==> src/rtl/ihexp_pkg.sv <==
// Shared types, codes and constants of the Intel HEX record parser.
package ihexp_pkg;

	// receive modes
	localparam logic [2:0] MODE_READY  = 3'd0;
	localparam logic [2:0] MODE_HEX    = 3'd1;
	localparam logic [2:0] MODE_BINARY = 3'd2;
	localparam logic [2:0] MODE_EOF    = 3'd3;
	localparam logic [2:0] MODE_ERROR  = 3'd4;
	localparam logic [2:0] MODE_DELAY  = 3'd5;

	// record field states
	localparam logic [3:0] FS_NONE    = 4'd0;
	localparam logic [3:0] FS_START   = 4'd1;
	localparam logic [3:0] FS_ADDR_HI = 4'd2;
	localparam logic [3:0] FS_ADDR_LO = 4'd3;
	localparam logic [3:0] FS_RECTYPE = 4'd4;
	localparam logic [3:0] FS_SEG_HI  = 4'd5;
	localparam logic [3:0] FS_SEG_LO  = 4'd6;
	localparam logic [3:0] FS_WRITE   = 4'd7;
	localparam logic [3:0] FS_END     = 4'd8;

	// event codes
	localparam logic [2:0] EV_WRITE    = 3'd0;
	localparam logic [2:0] EV_RESTART  = 3'd1;
	localparam logic [2:0] EV_FORMAT   = 3'd2;
	localparam logic [2:0] EV_HEX      = 3'd3;
	localparam logic [2:0] EV_CHECKSUM = 3'd4;
	localparam logic [2:0] EV_EOF      = 3'd5;
	localparam logic [2:0] EV_GO       = 3'd6;

	// record types
	localparam logic [7:0] REC_DATA = 8'h00;
	localparam logic [7:0] REC_EOF  = 8'h01;
	localparam logic [7:0] REC_SEG  = 8'h02;
	localparam logic [7:0] REC_LIN  = 8'h04;

	// characters
	localparam logic [7:0] CH_COLON   = 8'h3A;
	localparam logic [7:0] CH_EQUAL   = 8'h3D;
	localparam logic [7:0] CH_CR      = 8'h0D;
	localparam logic [7:0] CH_LF      = 8'h0A;
	localparam logic [7:0] CH_IDLE    = 8'h80;
	localparam logic [7:0] CH_RESTART = 8'h52;
	localparam logic [7:0] CH_DELAY   = 8'h73;
	localparam logic [7:0] CH_GO_LC   = 8'h67;
	localparam logic [7:0] CH_GO_UC   = 8'h47;

	localparam logic [31:0] DELAY_RESET = 32'd10000;
	localparam logic [31:0] JUMP_RESET  = 32'h0008_0000;

	typedef struct packed {
		logic [2:0]  mode;
		logic [3:0]  fs;
		logic        nib_pend;
		logic        hex_bad;
		logic [3:0]  high_nib;
		logic [7:0]  bytes_left;
		logic [16:0] offset;
		logic [7:0]  kind;
		logic [31:0] seg;
		logic [7:0]  sum;
		logic [31:0] delay;
	} ihexp_state_t;

	typedef struct packed {
		logic        valid;
		logic [2:0]  event_res;
		logic [31:0] write_address;
		logic [7:0]  write_data;
		logic [31:0] launch_delay;
		logic [31:0] go_address;
	} ihexp_res_t;

	// parser state after a restart; the start delay survives
	function automatic ihexp_state_t clear_state(input logic [31:0] delay);
		ihexp_state_t s;
		s = '0;
		s.mode = MODE_READY;
		s.fs = FS_NONE;
		s.delay = delay;
		return s;
	endfunction

endpackage

==> src/rtl/ihexp_if.sv <==
// Valid/ready channels of the parser: received bytes, results, configuration.
interface ihexp_rx_if;
	logic       valid;
	logic       ready;
	logic [7:0] rx_byte;

	modport source (output valid, output rx_byte, input ready);
	modport sink (input valid, input rx_byte, output ready);
endinterface

interface ihexp_res_if;
	logic        valid;
	logic        ready;
	logic [2:0]  event_res;
	logic [31:0] write_address;
	logic [7:0]  write_data;
	logic [31:0] launch_delay;
	logic [31:0] go_address;

	modport source (output valid, output event_res, output write_address,
		output write_data, output launch_delay, output go_address, input ready);
	modport sink (input valid, input event_res, input write_address,
		input write_data, input launch_delay, input go_address, output ready);
endinterface

interface ihexp_cfg_if;
	logic        valid;
	logic        ready;
	logic [31:0] data;

	modport source (output valid, output data, input ready);
	modport sink (input valid, input data, output ready);
endinterface

==> src/rtl/ihexp_parse.sv <==
// Next-state and result logic of the parser for one received byte.
module ihexp_parse import ihexp_pkg::*; (
	input  ihexp_state_t st,
	input  logic [7:0]   rx_byte,
	input  logic [31:0]  jump_address,
	output ihexp_state_t nxt,
	output ihexp_res_t   rs
);

	logic        dv;
	logic [3:0]  dval;
	logic        rec_en;
	logic [7:0]  rv;
	logic [31:0] seg_or;

	// only '0'-'9' and 'A'-'F' count as hex digits
	always_comb begin
		dv = 1'b0;
		dval = rx_byte[3:0];
		if (rx_byte >= 8'h30 && rx_byte <= 8'h39) begin
			dv = 1'b1;
		end else if (rx_byte >= 8'h41 && rx_byte <= 8'h46) begin
			dv = 1'b1;
			dval = 4'(rx_byte - 8'h37);
		end
	end

	assign seg_or = st.seg | {24'd0, rv};

	always_comb begin
		nxt = st;
		rs = '0;
		rec_en = 1'b0;
		rv = rx_byte;

		if (st.mode == MODE_HEX && st.nib_pend) begin
			nxt.nib_pend = 1'b0;
			if (st.hex_bad || !dv) begin
				nxt.hex_bad = 1'b0;
				nxt.mode = MODE_ERROR;
				rs.valid = 1'b1;
				rs.event_res = EV_HEX;
			end else begin
				rec_en = 1'b1;
				rv = {st.high_nib, dval};
			end
		end else if (st.mode == MODE_DELAY) begin
			if (!dv) begin
				nxt.mode = MODE_EOF;
			end else begin
				nxt.delay = {st.delay[27:0], dval};
			end
		end else if (rx_byte == CH_RESTART && st.mode != MODE_BINARY) begin
			nxt = clear_state(st.delay);
			rs.valid = 1'b1;
			rs.event_res = EV_RESTART;
		end else begin
			unique case (st.mode)
				MODE_READY: begin
					if (rx_byte == CH_COLON || rx_byte == CH_EQUAL) begin
						nxt.mode = (rx_byte == CH_COLON) ? MODE_HEX : MODE_BINARY;
						nxt.fs = FS_START;
						nxt.sum = 8'd0;
						nxt.nib_pend = 1'b0;
						nxt.hex_bad = 1'b0;
					end else if (rx_byte != CH_CR && rx_byte != CH_LF
						&& rx_byte != CH_IDLE) begin
						nxt.mode = MODE_ERROR;
						rs.valid = 1'b1;
						rs.event_res = EV_FORMAT;
					end
				end
				MODE_HEX: begin
					nxt.hex_bad = !dv;
					nxt.high_nib = dv ? dval : 4'd0;
					nxt.nib_pend = 1'b1;
				end
				MODE_BINARY: begin
					rec_en = 1'b1;
				end
				MODE_EOF: begin
					if (rx_byte == CH_DELAY) begin
						nxt.delay = 32'd0;
						nxt.mode = MODE_DELAY;
					end else if (rx_byte == CH_GO_LC || rx_byte == CH_GO_UC) begin
						rs.valid = 1'b1;
						rs.event_res = EV_GO;
						rs.launch_delay = st.delay;
						rs.go_address = jump_address;
					end
				end
				default: begin
				end
			endcase
		end

		// one decoded record byte
		if (rec_en) begin
			nxt.sum = st.sum + rv;
			unique case (st.fs)
				FS_START: begin
					nxt.bytes_left = rv;
					nxt.fs = FS_ADDR_HI;
				end
				FS_ADDR_HI: begin
					nxt.offset = {1'b0, rv, 8'd0};
					nxt.fs = FS_ADDR_LO;
				end
				FS_ADDR_LO: begin
					nxt.offset = st.offset | {9'd0, rv};
					nxt.fs = FS_RECTYPE;
				end
				FS_RECTYPE: begin
					nxt.kind = rv;
					if (rv == REC_DATA) begin
						nxt.fs = (st.bytes_left != 8'd0) ? FS_WRITE : FS_END;
					end else if (rv == REC_SEG || rv == REC_LIN) begin
						nxt.fs = FS_SEG_HI;
					end else begin
						nxt.fs = FS_END;
					end
				end
				FS_WRITE: begin
					rs.valid = 1'b1;
					rs.event_res = EV_WRITE;
					rs.write_address = st.seg + {15'd0, st.offset};
					rs.write_data = rv;
					nxt.offset = st.offset + 17'd1;
					nxt.bytes_left = st.bytes_left - 8'd1;
					if (st.bytes_left == 8'd1) begin
						nxt.fs = FS_END;
					end
				end
				FS_SEG_HI: begin
					nxt.seg = {16'd0, rv, 8'd0};
					nxt.bytes_left = st.bytes_left - 8'd1;
					nxt.fs = FS_SEG_LO;
				end
				FS_SEG_LO: begin
					nxt.seg = (st.kind == REC_LIN) ? {seg_or[15:0], 16'd0}
						: {seg_or[27:0], 4'd0};
					nxt.bytes_left = st.bytes_left - 8'd1;
					nxt.fs = FS_END;
				end
				FS_END: begin
					if (st.bytes_left != 8'd0) begin
						nxt.bytes_left = st.bytes_left - 8'd1;
					end else if (nxt.sum != 8'd0) begin
						nxt.mode = MODE_ERROR;
						rs.valid = 1'b1;
						rs.event_res = EV_CHECKSUM;
					end else if (st.kind == REC_EOF) begin
						nxt.mode = MODE_EOF;
						rs.valid = 1'b1;
						rs.event_res = EV_EOF;
					end else begin
						nxt.mode = MODE_READY;
					end
				end
				default: begin
					nxt.mode = MODE_ERROR;
					rs.valid = 1'b1;
					rs.event_res = EV_FORMAT;
				end
			endcase
		end
	end

endmodule

==> src/rtl/intel_hex_loader_parser_core.sv <==
// Intel HEX record parser core: one received byte in, at most one event out.
// Takes one received byte per clock cycle, sustained, as long as the result side
// keeps up. A byte is latched into an input register; the parser state and the
// result register are updated from it when it moves on, which a waiting result can
// hold off for a byte that makes an event. The output register lets a new byte enter
// while a finished result is still waiting; bytes that produce no event never wait
// on the result side. jump_address is written through the configuration channel
// and is reported with each go event.
module intel_hex_loader_parser_core import ihexp_pkg::*; (
	input logic        clk,
	input logic        arst_n,
	ihexp_rx_if.sink   rx,
	ihexp_res_if.source res,
	ihexp_cfg_if.sink  cfg
);

	logic         vld_s1;
	logic [7:0]   byte_s1;
	ihexp_state_t st_q;
	ihexp_state_t st_nxt;
	ihexp_res_t   pres;
	logic [31:0]  jump_q;
	logic         out_vld_q;
	ihexp_res_t   out_q;
	logic         advance;

	ihexp_parse u_parse (
		.st           (st_q),
		.rx_byte      (byte_s1),
		.jump_address (jump_q),
		.nxt          (st_nxt),
		.rs           (pres)
	);

	// the held byte moves on unless it makes an event and the output slot is busy
	assign advance = vld_s1 && (!pres.valid || !out_vld_q || res.ready);
	assign rx.ready = !vld_s1 || advance;
	assign cfg.ready = 1'b1;

	always_ff @(posedge clk or negedge arst_n) begin
		if (!arst_n) begin
			vld_s1 <= 1'b0;
			st_q <= clear_state(DELAY_RESET);
			jump_q <= JUMP_RESET;
			out_vld_q <= 1'b0;
		end else begin
			if (rx.ready) begin
				vld_s1 <= rx.valid;
			end
			if (advance) begin
				st_q <= st_nxt;
			end
			if (cfg.valid) begin
				jump_q <= cfg.data;
			end
			if (advance && pres.valid) begin
				out_vld_q <= 1'b1;
			end else if (res.ready) begin
				out_vld_q <= 1'b0;
			end
		end
	end

	always_ff @(posedge clk) begin
		if (rx.valid && rx.ready) begin
			byte_s1 <= rx.rx_byte;
		end
		if (advance && pres.valid) begin
			out_q <= pres;
		end
	end

	assign res.valid = out_vld_q;
	assign res.event_res = out_q.event_res;
	assign res.write_address = out_q.write_address;
	assign res.write_data = out_q.write_data;
	assign res.launch_delay = out_q.launch_delay;
	assign res.go_address = out_q.go_address;

	// a held byte that cannot move on stays put
	a_hold_s1: assert property (@(posedge clk) disable iff (!arst_n)
		vld_s1 && !advance |=> vld_s1 && $stable(byte_s1))
		else $error("input register lost a stalled byte");

	// inside a record the field state is always defined
	a_fs_defined: assert property (@(posedge clk) disable iff (!arst_n)
		(st_q.mode == MODE_HEX || st_q.mode == MODE_BINARY) |-> st_q.fs != FS_NONE)
		else $error("record mode without field state");

	// a pending first nibble exists only in hex mode
	a_nib_mode: assert property (@(posedge clk) disable iff (!arst_n)
		st_q.nib_pend |-> st_q.mode == MODE_HEX)
		else $error("pending nibble outside hex mode");

endmodule
==> src/flat_wrapper.sv <==
// flat-port wrapper written by rule: the top's interface ports become plain ports
module intel_hex_loader_parser_core_flat import ihexp_pkg::*;
  (clk, arst_n, rx_valid, rx_rx_byte, rx_ready, res_valid, res_event_res, res_write_address, res_write_data, res_launch_delay, res_go_address, res_ready, cfg_valid, cfg_data, cfg_ready);
  ihexp_rx_if rx_i ();
  ihexp_res_if res_i ();
  ihexp_cfg_if cfg_i ();
  input logic clk;
  input logic arst_n;
  input wire logic [$bits(rx_i.valid)-1:0] rx_valid;
  input wire logic [$bits(rx_i.rx_byte)-1:0] rx_rx_byte;
  output wire logic [$bits(rx_i.ready)-1:0] rx_ready;
  output wire logic [$bits(res_i.valid)-1:0] res_valid;
  output wire logic [$bits(res_i.event_res)-1:0] res_event_res;
  output wire logic [$bits(res_i.write_address)-1:0] res_write_address;
  output wire logic [$bits(res_i.write_data)-1:0] res_write_data;
  output wire logic [$bits(res_i.launch_delay)-1:0] res_launch_delay;
  output wire logic [$bits(res_i.go_address)-1:0] res_go_address;
  input wire logic [$bits(res_i.ready)-1:0] res_ready;
  input wire logic [$bits(cfg_i.valid)-1:0] cfg_valid;
  input wire logic [$bits(cfg_i.data)-1:0] cfg_data;
  output wire logic [$bits(cfg_i.ready)-1:0] cfg_ready;
  assign rx_i.valid = rx_valid;
  assign rx_i.rx_byte = rx_rx_byte;
  assign rx_ready = rx_i.ready;
  assign res_valid = res_i.valid;
  assign res_event_res = res_i.event_res;
  assign res_write_address = res_i.write_address;
  assign res_write_data = res_i.write_data;
  assign res_launch_delay = res_i.launch_delay;
  assign res_go_address = res_i.go_address;
  assign res_i.ready = res_ready;
  assign cfg_i.valid = cfg_valid;
  assign cfg_i.data = cfg_data;
  assign cfg_ready = cfg_i.ready;
  intel_hex_loader_parser_core u_core (.clk(clk), .arst_n(arst_n), .rx(rx_i), .res(res_i), .cfg(cfg_i));
endmodule
==> config.mk <==
export PLATFORM = sky130hd
export DESIGN_NAME = intel_hex_loader_parser_core_flat
export DESIGN_NICKNAME = d
export VERILOG_FILES = /design/src/rtl/ihexp_pkg.sv /design/src/rtl/ihexp_if.sv /design/src/rtl/ihexp_parse.sv /design/src/rtl/intel_hex_loader_parser_core.sv /design/src/flat_wrapper.sv
export SDC_FILE = /design/constraint.sdc
export NUM_CORES = 1
export LEC_CHECK = 0
export BUFFER_PORTS_ARGS = -buffer_cell sky130_fd_sc_hd__buf_2
export CORE_MARGIN = 8
export CORE_UTILIZATION = 55
export DETAILED_ROUTE_END_ITERATION = 10
export PLACE_DENSITY = 0.78
export SYNTH_ARGS = -nofsm -noshare
export SYNTH_HDL_FRONTEND = slang
export SYNTH_SLANG_ARGS = --single-unit
==> constraint.sdc <==
create_clock -name clk -period 11.51 [get_ports clk]
set_clock_uncertainty 0.1 [all_clocks]
set_input_delay 2.302 -clock clk [delete_from_list [all_inputs] [get_ports clk]]
set_output_delay 2.302 -clock clk [all_outputs]
set_load 0.02 [all_outputs]
# ---- Word-level counts from Yosys, hierarchy flattened
# Cells that the tools add are included.
dict set report classes {
  add_sub_neg 5
  multipliers 0
  n_div 0
  order_cmp 4
  eq_ne 34
  shift 0
  muxes 75
  n_bitwise 6
  n_reduce_logical 41
}
# cell n
set ops {}
lappend ops {{32-bit 2-to-1 mux} 5}
lappend ops {{105-bit 2-to-1 mux} 1}
lappend ops {{4-bit 2-to-1 mux} 21}
lappend ops {{83-bit 2-to-1 mux} 1}
lappend ops {{40-bit 2-to-1 mux} 2}
lappend ops {{73-bit 2-to-1 mux} 1}
lappend ops {{65-bit 2-to-1 mux} 1}
lappend ops {{32-bit case mux with 2 select lines} 1}
lappend ops {{17-bit case mux with 3 select lines} 1}
lappend ops {{8-bit 2-to-1 mux} 6}
lappend ops {{44-bit 2-to-1 mux} 1}
lappend ops {{32-bit by 17-bit adder with 32-bit output} 1}
lappend ops {{8-bit by 7-bit == test with 1-bit output (second input constant)} 4}
lappend ops {{28-bit by 8-bit OR with 28-bit output} 1}
lappend ops {{4-bit case mux with 7 select lines} 1}
lappend ops {{3-bit 2-to-1 mux} 9}
lappend ops {{8-bit case mux with 3 select lines} 1}
lappend ops {{6-bit 2-to-1 mux} 3}
lappend ops {{17-bit by 1-bit adder with 17-bit output (second input constant)} 1}
lappend ops {{17-bit by 8-bit OR with 17-bit output} 1}
lappend ops {{4-bit by 3-bit == test with 1-bit output (second input constant)} 4}
lappend ops {{8-bit by 1-bit == test with 1-bit output (second input constant)} 2}
lappend ops {{8-bit by 3-bit == test with 1-bit output (second input constant)} 2}
lappend ops {{8-bit by 6-bit == test with 1-bit output (second input constant)} 2}
lappend ops {{other kinds (45)} 92}
dict set report totals {
  ff_bits 267
  latch_bits 0
  ramBits 0
  romBits 0
  out_inout_bits 110
  wordCells 185
  n_memories 0
}

# ---- Logic depth before layout (Yosys ltp)
dict set report depth {
  depth_word 20
  mapped_depth 22
}

# ---- Cells and area by module
# A second synthesis with hierarchy kept.
dict set report unflattened {
  hier_cells 1788
  area_unflattened_um2 16744.8
}
# module n_inst cells_each area_each_um2 seq_area_each_um2
set modules_own_cells {}
lappend modules_own_cells {intel_hex_loader_parser_core 1 864 11252.0 7264.5}
lappend modules_own_cells {ihexp_parse 1 924 5492.8 0.0}

# ---- Worst setup path after synthesis
# Ideal clock, no wire load.
dict set report synth_path {
  path_type {register -> register}
  from {reg u_core.byte_s1[0]}
  to {reg u_core.out_q (netlist bit u_core.res.event_res[0]) (enable)}
  setup_ns 0.574
  arrival_ns 8.814
  path_slack_ns 2.021
  path_stages_with_launch 20
  period_less_slack_ns 9.489
  cell_sequence {edfxtp_1 -> inv_1 -> ha_1 -> nor3b_1 -> nor3_2 -> nand3_1 -> mux2i_1 -> inv_1 -> ha_1 -> a21oi_1 -> o211ai_1 -> or4_1 -> o21ai_0 -> xnor3_1 -> nor4_4 -> o21ai_2 -> buf_6 -> buf_6 -> clkbuf_1 -> nor2_1}
}
dict set report synth_via {
  elab_chain_cells 19
  word_cells_on_any_way 54
  classes_between {add/sub (2); order compare (4); eq/ne (9); mux (24); reduce/logical (15)}
}
# item line
set synth_rtl {}
lappend synth_rtl {{start, declared} intel_hex_loader_parser_core.sv:18} ;# logic [7:0] byte_s1;
lappend synth_rtl {{start signal, assigned} intel_hex_loader_parser_core.sv:66} ;# byte_s1 <= rx.rx_byte;
lappend synth_rtl {{8-bit by 7-bit greater-or-equal comparator with 1-bit output or 8-bit by 7-bit less-or-equal comparator with 1-bit output (tied branches)} ihexp_parse.sv:22} ;# end else if (rx_byte >= 8'h41 && rx_byte <= 8'h46) begin
lappend synth_rtl {{1-bit logical AND} ihexp_parse.sv:22}
lappend synth_rtl {{1-bit 2-to-1 mux} ihexp_parse.sv:22}
lappend synth_rtl {{1-bit 2-to-1 mux} ihexp_parse.sv:20} ;# if (rx_byte >= 8'h30 && rx_byte <= 8'h39) begin
lappend synth_rtl {{1-bit logical NOT} ihexp_parse.sv:38} ;# if (st.hex_bad || !dv) begin
lappend synth_rtl {{1-bit logical OR} ihexp_parse.sv:38}
lappend synth_rtl {{8-bit 2-to-1 mux *} ihexp_parse.sv:38}
lappend synth_rtl {{8-bit 2-to-1 mux *} ihexp_parse.sv:36} ;# if (st.mode == MODE_HEX && st.nib_pend) begin
lappend synth_rtl {{named net u_core.u_parse.rv[1]} ihexp_parse.sv:13} ;# logic [7:0] rv;
lappend synth_rtl {{(+2 left out)} --}
lappend synth_rtl {{4-bit 2-to-1 mux *} ihexp_parse.sv:148} ;# end else if (nxt.sum != 8'd0) begin
lappend synth_rtl {{4-bit 2-to-1 mux *} ihexp_parse.sv:146} ;# if (st.bytes_left != 8'd0) begin
lappend synth_rtl {{4-bit case mux with 3 select lines *} ihexp_parse.sv:100} ;# unique case (st.fs)
lappend synth_rtl {{44-bit 2-to-1 mux *} ihexp_parse.sv:98} ;# if (rec_en) begin
lappend synth_rtl {{1-bit logical NOT} intel_hex_loader_parser_core.sv:36} ;# assign advance = vld_s1 && (!pres.valid || !out_vld_q || res.ready);
lappend synth_rtl {{1-bit logical OR (2 in series)} intel_hex_loader_parser_core.sv:36}
lappend synth_rtl {{1-bit logical AND} intel_hex_loader_parser_core.sv:36}
lappend synth_rtl {{1-bit logical AND *} intel_hex_loader_parser_core.sv:68} ;# if (advance && pres.valid) begin
lappend synth_rtl {{end signal, assigned} intel_hex_loader_parser_core.sv:69} ;# out_q <= pres;
lappend synth_rtl {{end, declared} intel_hex_loader_parser_core.sv:24} ;# ihexp_res_t out_q;
# Mark *: on every way through the listed nets, which the timed path passes. The rest lies on a longest branch.
# A chain may end at the register's enable or synchronous reset.

# ---- Final worst setup path
dict set report layout_path {
  from {reg u_core.st_q[117] (netlist name)}
  to {out rx_ready}
}
dict set report layout_via {
  word_cells_on_any_way 29
  classes_between {add/sub (1); eq/ne (5); mux (14); reduce/logical (9)}
}
# item line
set layout_lines {}
lappend layout_lines {{start, declared} intel_hex_loader_parser_core.sv:19} ;# ihexp_state_t st_q;
lappend layout_lines {{start signal, assigned} intel_hex_loader_parser_core.sv:43} ;# st_q <= clear_state(DELAY_RESET);
lappend layout_lines {{start signal, assigned} intel_hex_loader_parser_core.sv:51} ;# st_q <= st_nxt;
lappend layout_lines {{3-bit by 1-bit == test with 1-bit output} ihexp_parse.sv:36}
lappend layout_lines {{1-bit logical AND} ihexp_parse.sv:36}
lappend layout_lines {{8-bit 2-to-1 mux} ihexp_parse.sv:36}
lappend layout_lines {{named net u_core.u_parse.rv[4]} ihexp_parse.sv:13}
lappend layout_lines {{8-bit adder} ihexp_parse.sv:99} ;# nxt.sum = st.sum + rv;
lappend layout_lines {{8-bit nonzero test} ihexp_parse.sv:148}
lappend layout_lines {{4-bit 2-to-1 mux} ihexp_parse.sv:148}
lappend layout_lines {{4-bit 2-to-1 mux} ihexp_parse.sv:146}
lappend layout_lines {{4-bit case mux with 3 select lines} ihexp_parse.sv:100}
lappend layout_lines {{44-bit 2-to-1 mux} ihexp_parse.sv:98}
lappend layout_lines {{1-bit logical NOT} intel_hex_loader_parser_core.sv:36}
lappend layout_lines {{1-bit logical OR (2 in series)} intel_hex_loader_parser_core.sv:36}
lappend layout_lines {{1-bit logical AND} intel_hex_loader_parser_core.sv:36}
lappend layout_lines {{1-bit logical OR} intel_hex_loader_parser_core.sv:37} ;# assign rx.ready = !vld_s1 || advance;
lappend layout_lines {{end, declared} flat_wrapper.sv:11} ;# output wire logic [$bits(rx_i.ready)-1:0] rx_ready;
# The timed path passes the listed nets, and every way through them passes these cells.

==> impl_metrics.env <==
export IMPL_cp_start_kind="flip-flop"
export IMPL_cp_end_kind="output pin"
export IMPL_report_final_slew_viol_count=0
export IMPL_layout_drive_gt1_share_pct=19.83
export IMPL_num_io_pins=155
export IMPL_rows=57
export IMPL_tightest_slew_ps=1128
export IMPL_grt_max_degree=105
export IMPL_synth_fp_nets=1317
export IMPL_ys_seq_area_share_pct=54.37
export IMPL_syn_inst=1238
export IMPL_drt_iter0_markers=971
export IMPL_grt_use_total_pct=22.78
export IMPL_routed_via_density=5.959
export IMPL_hold_violations=0
export IMPL_report_final_setup_viol=0
export IMPL_p_per_area_nw_per_um2=213.9
export IMPL_insertion_delay_ps=540
export IMPL_synthFlopType="dfrtp_1"
export IMPL_cp_max_fo=16
export IMPL_cts_resized=0
export IMPL_gp_congestion=0.9436
export IMPL_antenna_cells=0
export IMPL_synth_top_cell_by_area="dfrtp_1"
export IMPL_fin_nets=1454
export IMPL_antenna_found_initial=0
export IMPL_start_util_pct=55.43
export IMPL_outcome="complete, no violations"
export IMPL_grt_pass1_vias=9982
export IMPL_cts_hold_buf=0
export IMPL_rsz0062_at_grt="false"
export IMPL_synthSimpleGateAreaFrac_pct=17.13
export IMPL_portBuffers=153
export IMPL_synth_common_cells="dfrtp_1 (146), nand2_1 (133), edfxtp_1 (115)"
export IMPL_clkTransAtPathRegs_ps=60
export IMPL_syn2layout_area_growth_pct=14.86
export IMPL_ys_seq_elements=267
export IMPL_die_area_um2=29540
export IMPL_synth_top_area_share_pct=27.34
export IMPL_tns_ps=0
export IMPL_yosys_cell_types_count=80
export IMPL_drt_pass1_iterations=7
export IMPL_synth_avg_cell_area_um2=10.79
export IMPL_whs_ps=377.0
export IMPL_synth_compound_area_share_pct=15.34
export IMPL_cellLeakagePower_nw=6.407
export IMPL_ant_nets=0
export IMPL_synth_adder_area_share_pct=3.296
export IMPL_yosysMostFrequentCell="dfrtp_1"
export IMPL_wl_per_cell_um=19.70
export IMPL_synth_edf_count=115
export IMPL_synth_area_leaders="dfrtp_1 (27%), edfxtp_1 (26%), o21ai_0 (3.8%)"
export IMPL_required_ps=9110
export IMPL_die_y_um=171.9
export IMPL_max_vdd_ir_drop_mv=0.1116
export IMPL_stdcell_count=1721
export IMPL_finalCritPeriodShare_pct=69.90
export IMPL_synthMuxAreaShare_pct=4.673
export IMPL_yosys_area_share_xor_xnor_pct=2.463
export IMPL_cts_setup_buffers=0
export IMPL_cts_tree="yes"
export IMPL_cp_arrival_ps=5640
export IMPL_slew_headroom_pct=24.19
export IMPL_dp_cells=1669
export IMPL_htree_levels=1
export IMPL_synth_area_um2=13360
export IMPL_yosysWarningCount=0
export IMPL_grt_pass1_wl_mm=54.07
export IMPL_synthArstFlopShare_pct=56.93
export IMPL_core_um2=24110
export IMPL_hpwl_mm=23.53
export IMPL_cts_max_path_buffers=3
export IMPL_cts_buffers=28
export IMPL_critical_path_class="flip-flop to output pin"
export IMPL_wirelength_mm=33.90
export IMPL_num_vias=10260
export IMPL_fmax_mhz=124.3
export IMPL_cts_root_buf="clkbuf_16"
export IMPL_cap_violations=0
export IMPL_die_x_um=171.9
export IMPL_drc=0
export IMPL_fin_crit_ps=8046
export IMPL_grt_remaining_overflow=0
export IMPL_cts_sinks=267
export IMPL_synth_top_family_by_area="simple AND/OR/NAND/NOR gates"
export IMPL_hp_class="flip-flop to flip-flop"
where the power goes:
| part | total, mW | switching (mW) | internal [mW] |
|---|---|---|---|
| Combinational | 0.940 | 0.570 | 0.371 |
| Clock | 0.933 | 0.376 | 0.556 |
| Sequential | 1.41 | 0.202 | 1.21 |
through the flow:
| step | util, % | worst slack, ps | power, mW | cell area (um2) |
|---|---|---|---|---|
| 2_1_floorplan | - | 2021 | 2.069 | 13360 |
| 3_3_place_gp | 59.72 | 4262 | 2.326 | 14400 |
| 3_5_place_dp | 59.72 | 4141 | 2.351 | 14400 |
| 4_1_cts | 63.67 | 3546 | 3.289 | 15350 |
| 5_1_grt | 63.67 | 3116 | 3.457 | 15350 |
| 6_report | 63.67 | 3464 | 3.283 | 15350 |
final timing paths:
path,slack [ps],start,to,cells past startpoint
min,380,u_core.st_q[31],u_core.st_q[31],2
min reg2reg,380,u_core.st_q[31],u_core.st_q[31],2
max reg2reg,4550,u_core.st_q[117],u_core.res.launch_delay[14],16
min in group asynchronous,1760,arst_n,u_core.st_q[43],1
max,3460,u_core.st_q[117],rx_ready,14
max in group asynchronous,8370,arst_n,u_core.st_q[1],2
placed cells by master (no fill, tap or decap), types with 31 or more instances in the layout:
cell and n:
nor2_1 94, dfrtp_1 146, ha_1 32, o21ai_0 101, a21oi_1 39, mux2_2 43
edfxtp_1 115, nand3_1 31, and2_1 77, nand2_1 133, buf_2 152
flip-flops by register name, indices dropped and copies added, names as in the netlist:
register and flops:
u_core.byte_s1 8, u_core.jump_q 32, u_core.res.event_res 3, u_core.res.go_address 32, u_core.res.launch_delay 32, u_core.res.valid 1, u_core.res.write_address 32, u_core.res.write_data 8
u_core.st_q 118, u_core.vld_s1 1
final cells by class:
cell class	instances	area [um2]
Fill cell	1910	8758
Clock inverter	17	193.9
Multi-Input combinational cell	884	5754
Inverter	29	108.9
Sequential cell	267	7264
Timing Repair Buffer	165	862.1
Tap cell	324	405.4
Clock buffer	35	758.2
metal layers:
| metal | routed length, um | track usage (%) |
|---|---|---|
| met5 | 0 | 0 |
| met4 | 834 | 6.784 |
| met3 | 2988 | 3.950 |
| met2 | 15660 | 37.10 |
| met1 | 14410 | 30.96 |
cell families (layout without fill, tap and decap cells):
kind of cell / count (synthesis) / after routing
fa+ha+maj: 34 / 34
simple gates: 451 / 451
xor+xnor: 36 / 36
mux: 57 / 57
compound gates: 305 / 305
other cells: 1 / 1
buf+inv: 87 / 246
flops: 267 / 267
worst max-delay path, cell delays in order (launching register included):
cell and delay (ps):
dfrtp_1 540, and4bb_2 400, nor2b_1 530, nand2_1 310, mux2i_1 790, inv_1 220, ha_1 420, nand3_1 120
o211ai_1 110, or4_1 420, o21ai_0 150, xnor3_1 340, nor4_4 340, or3_1 210, buf_2 180
No activity file was read; power rests on OpenSTA's default activity.
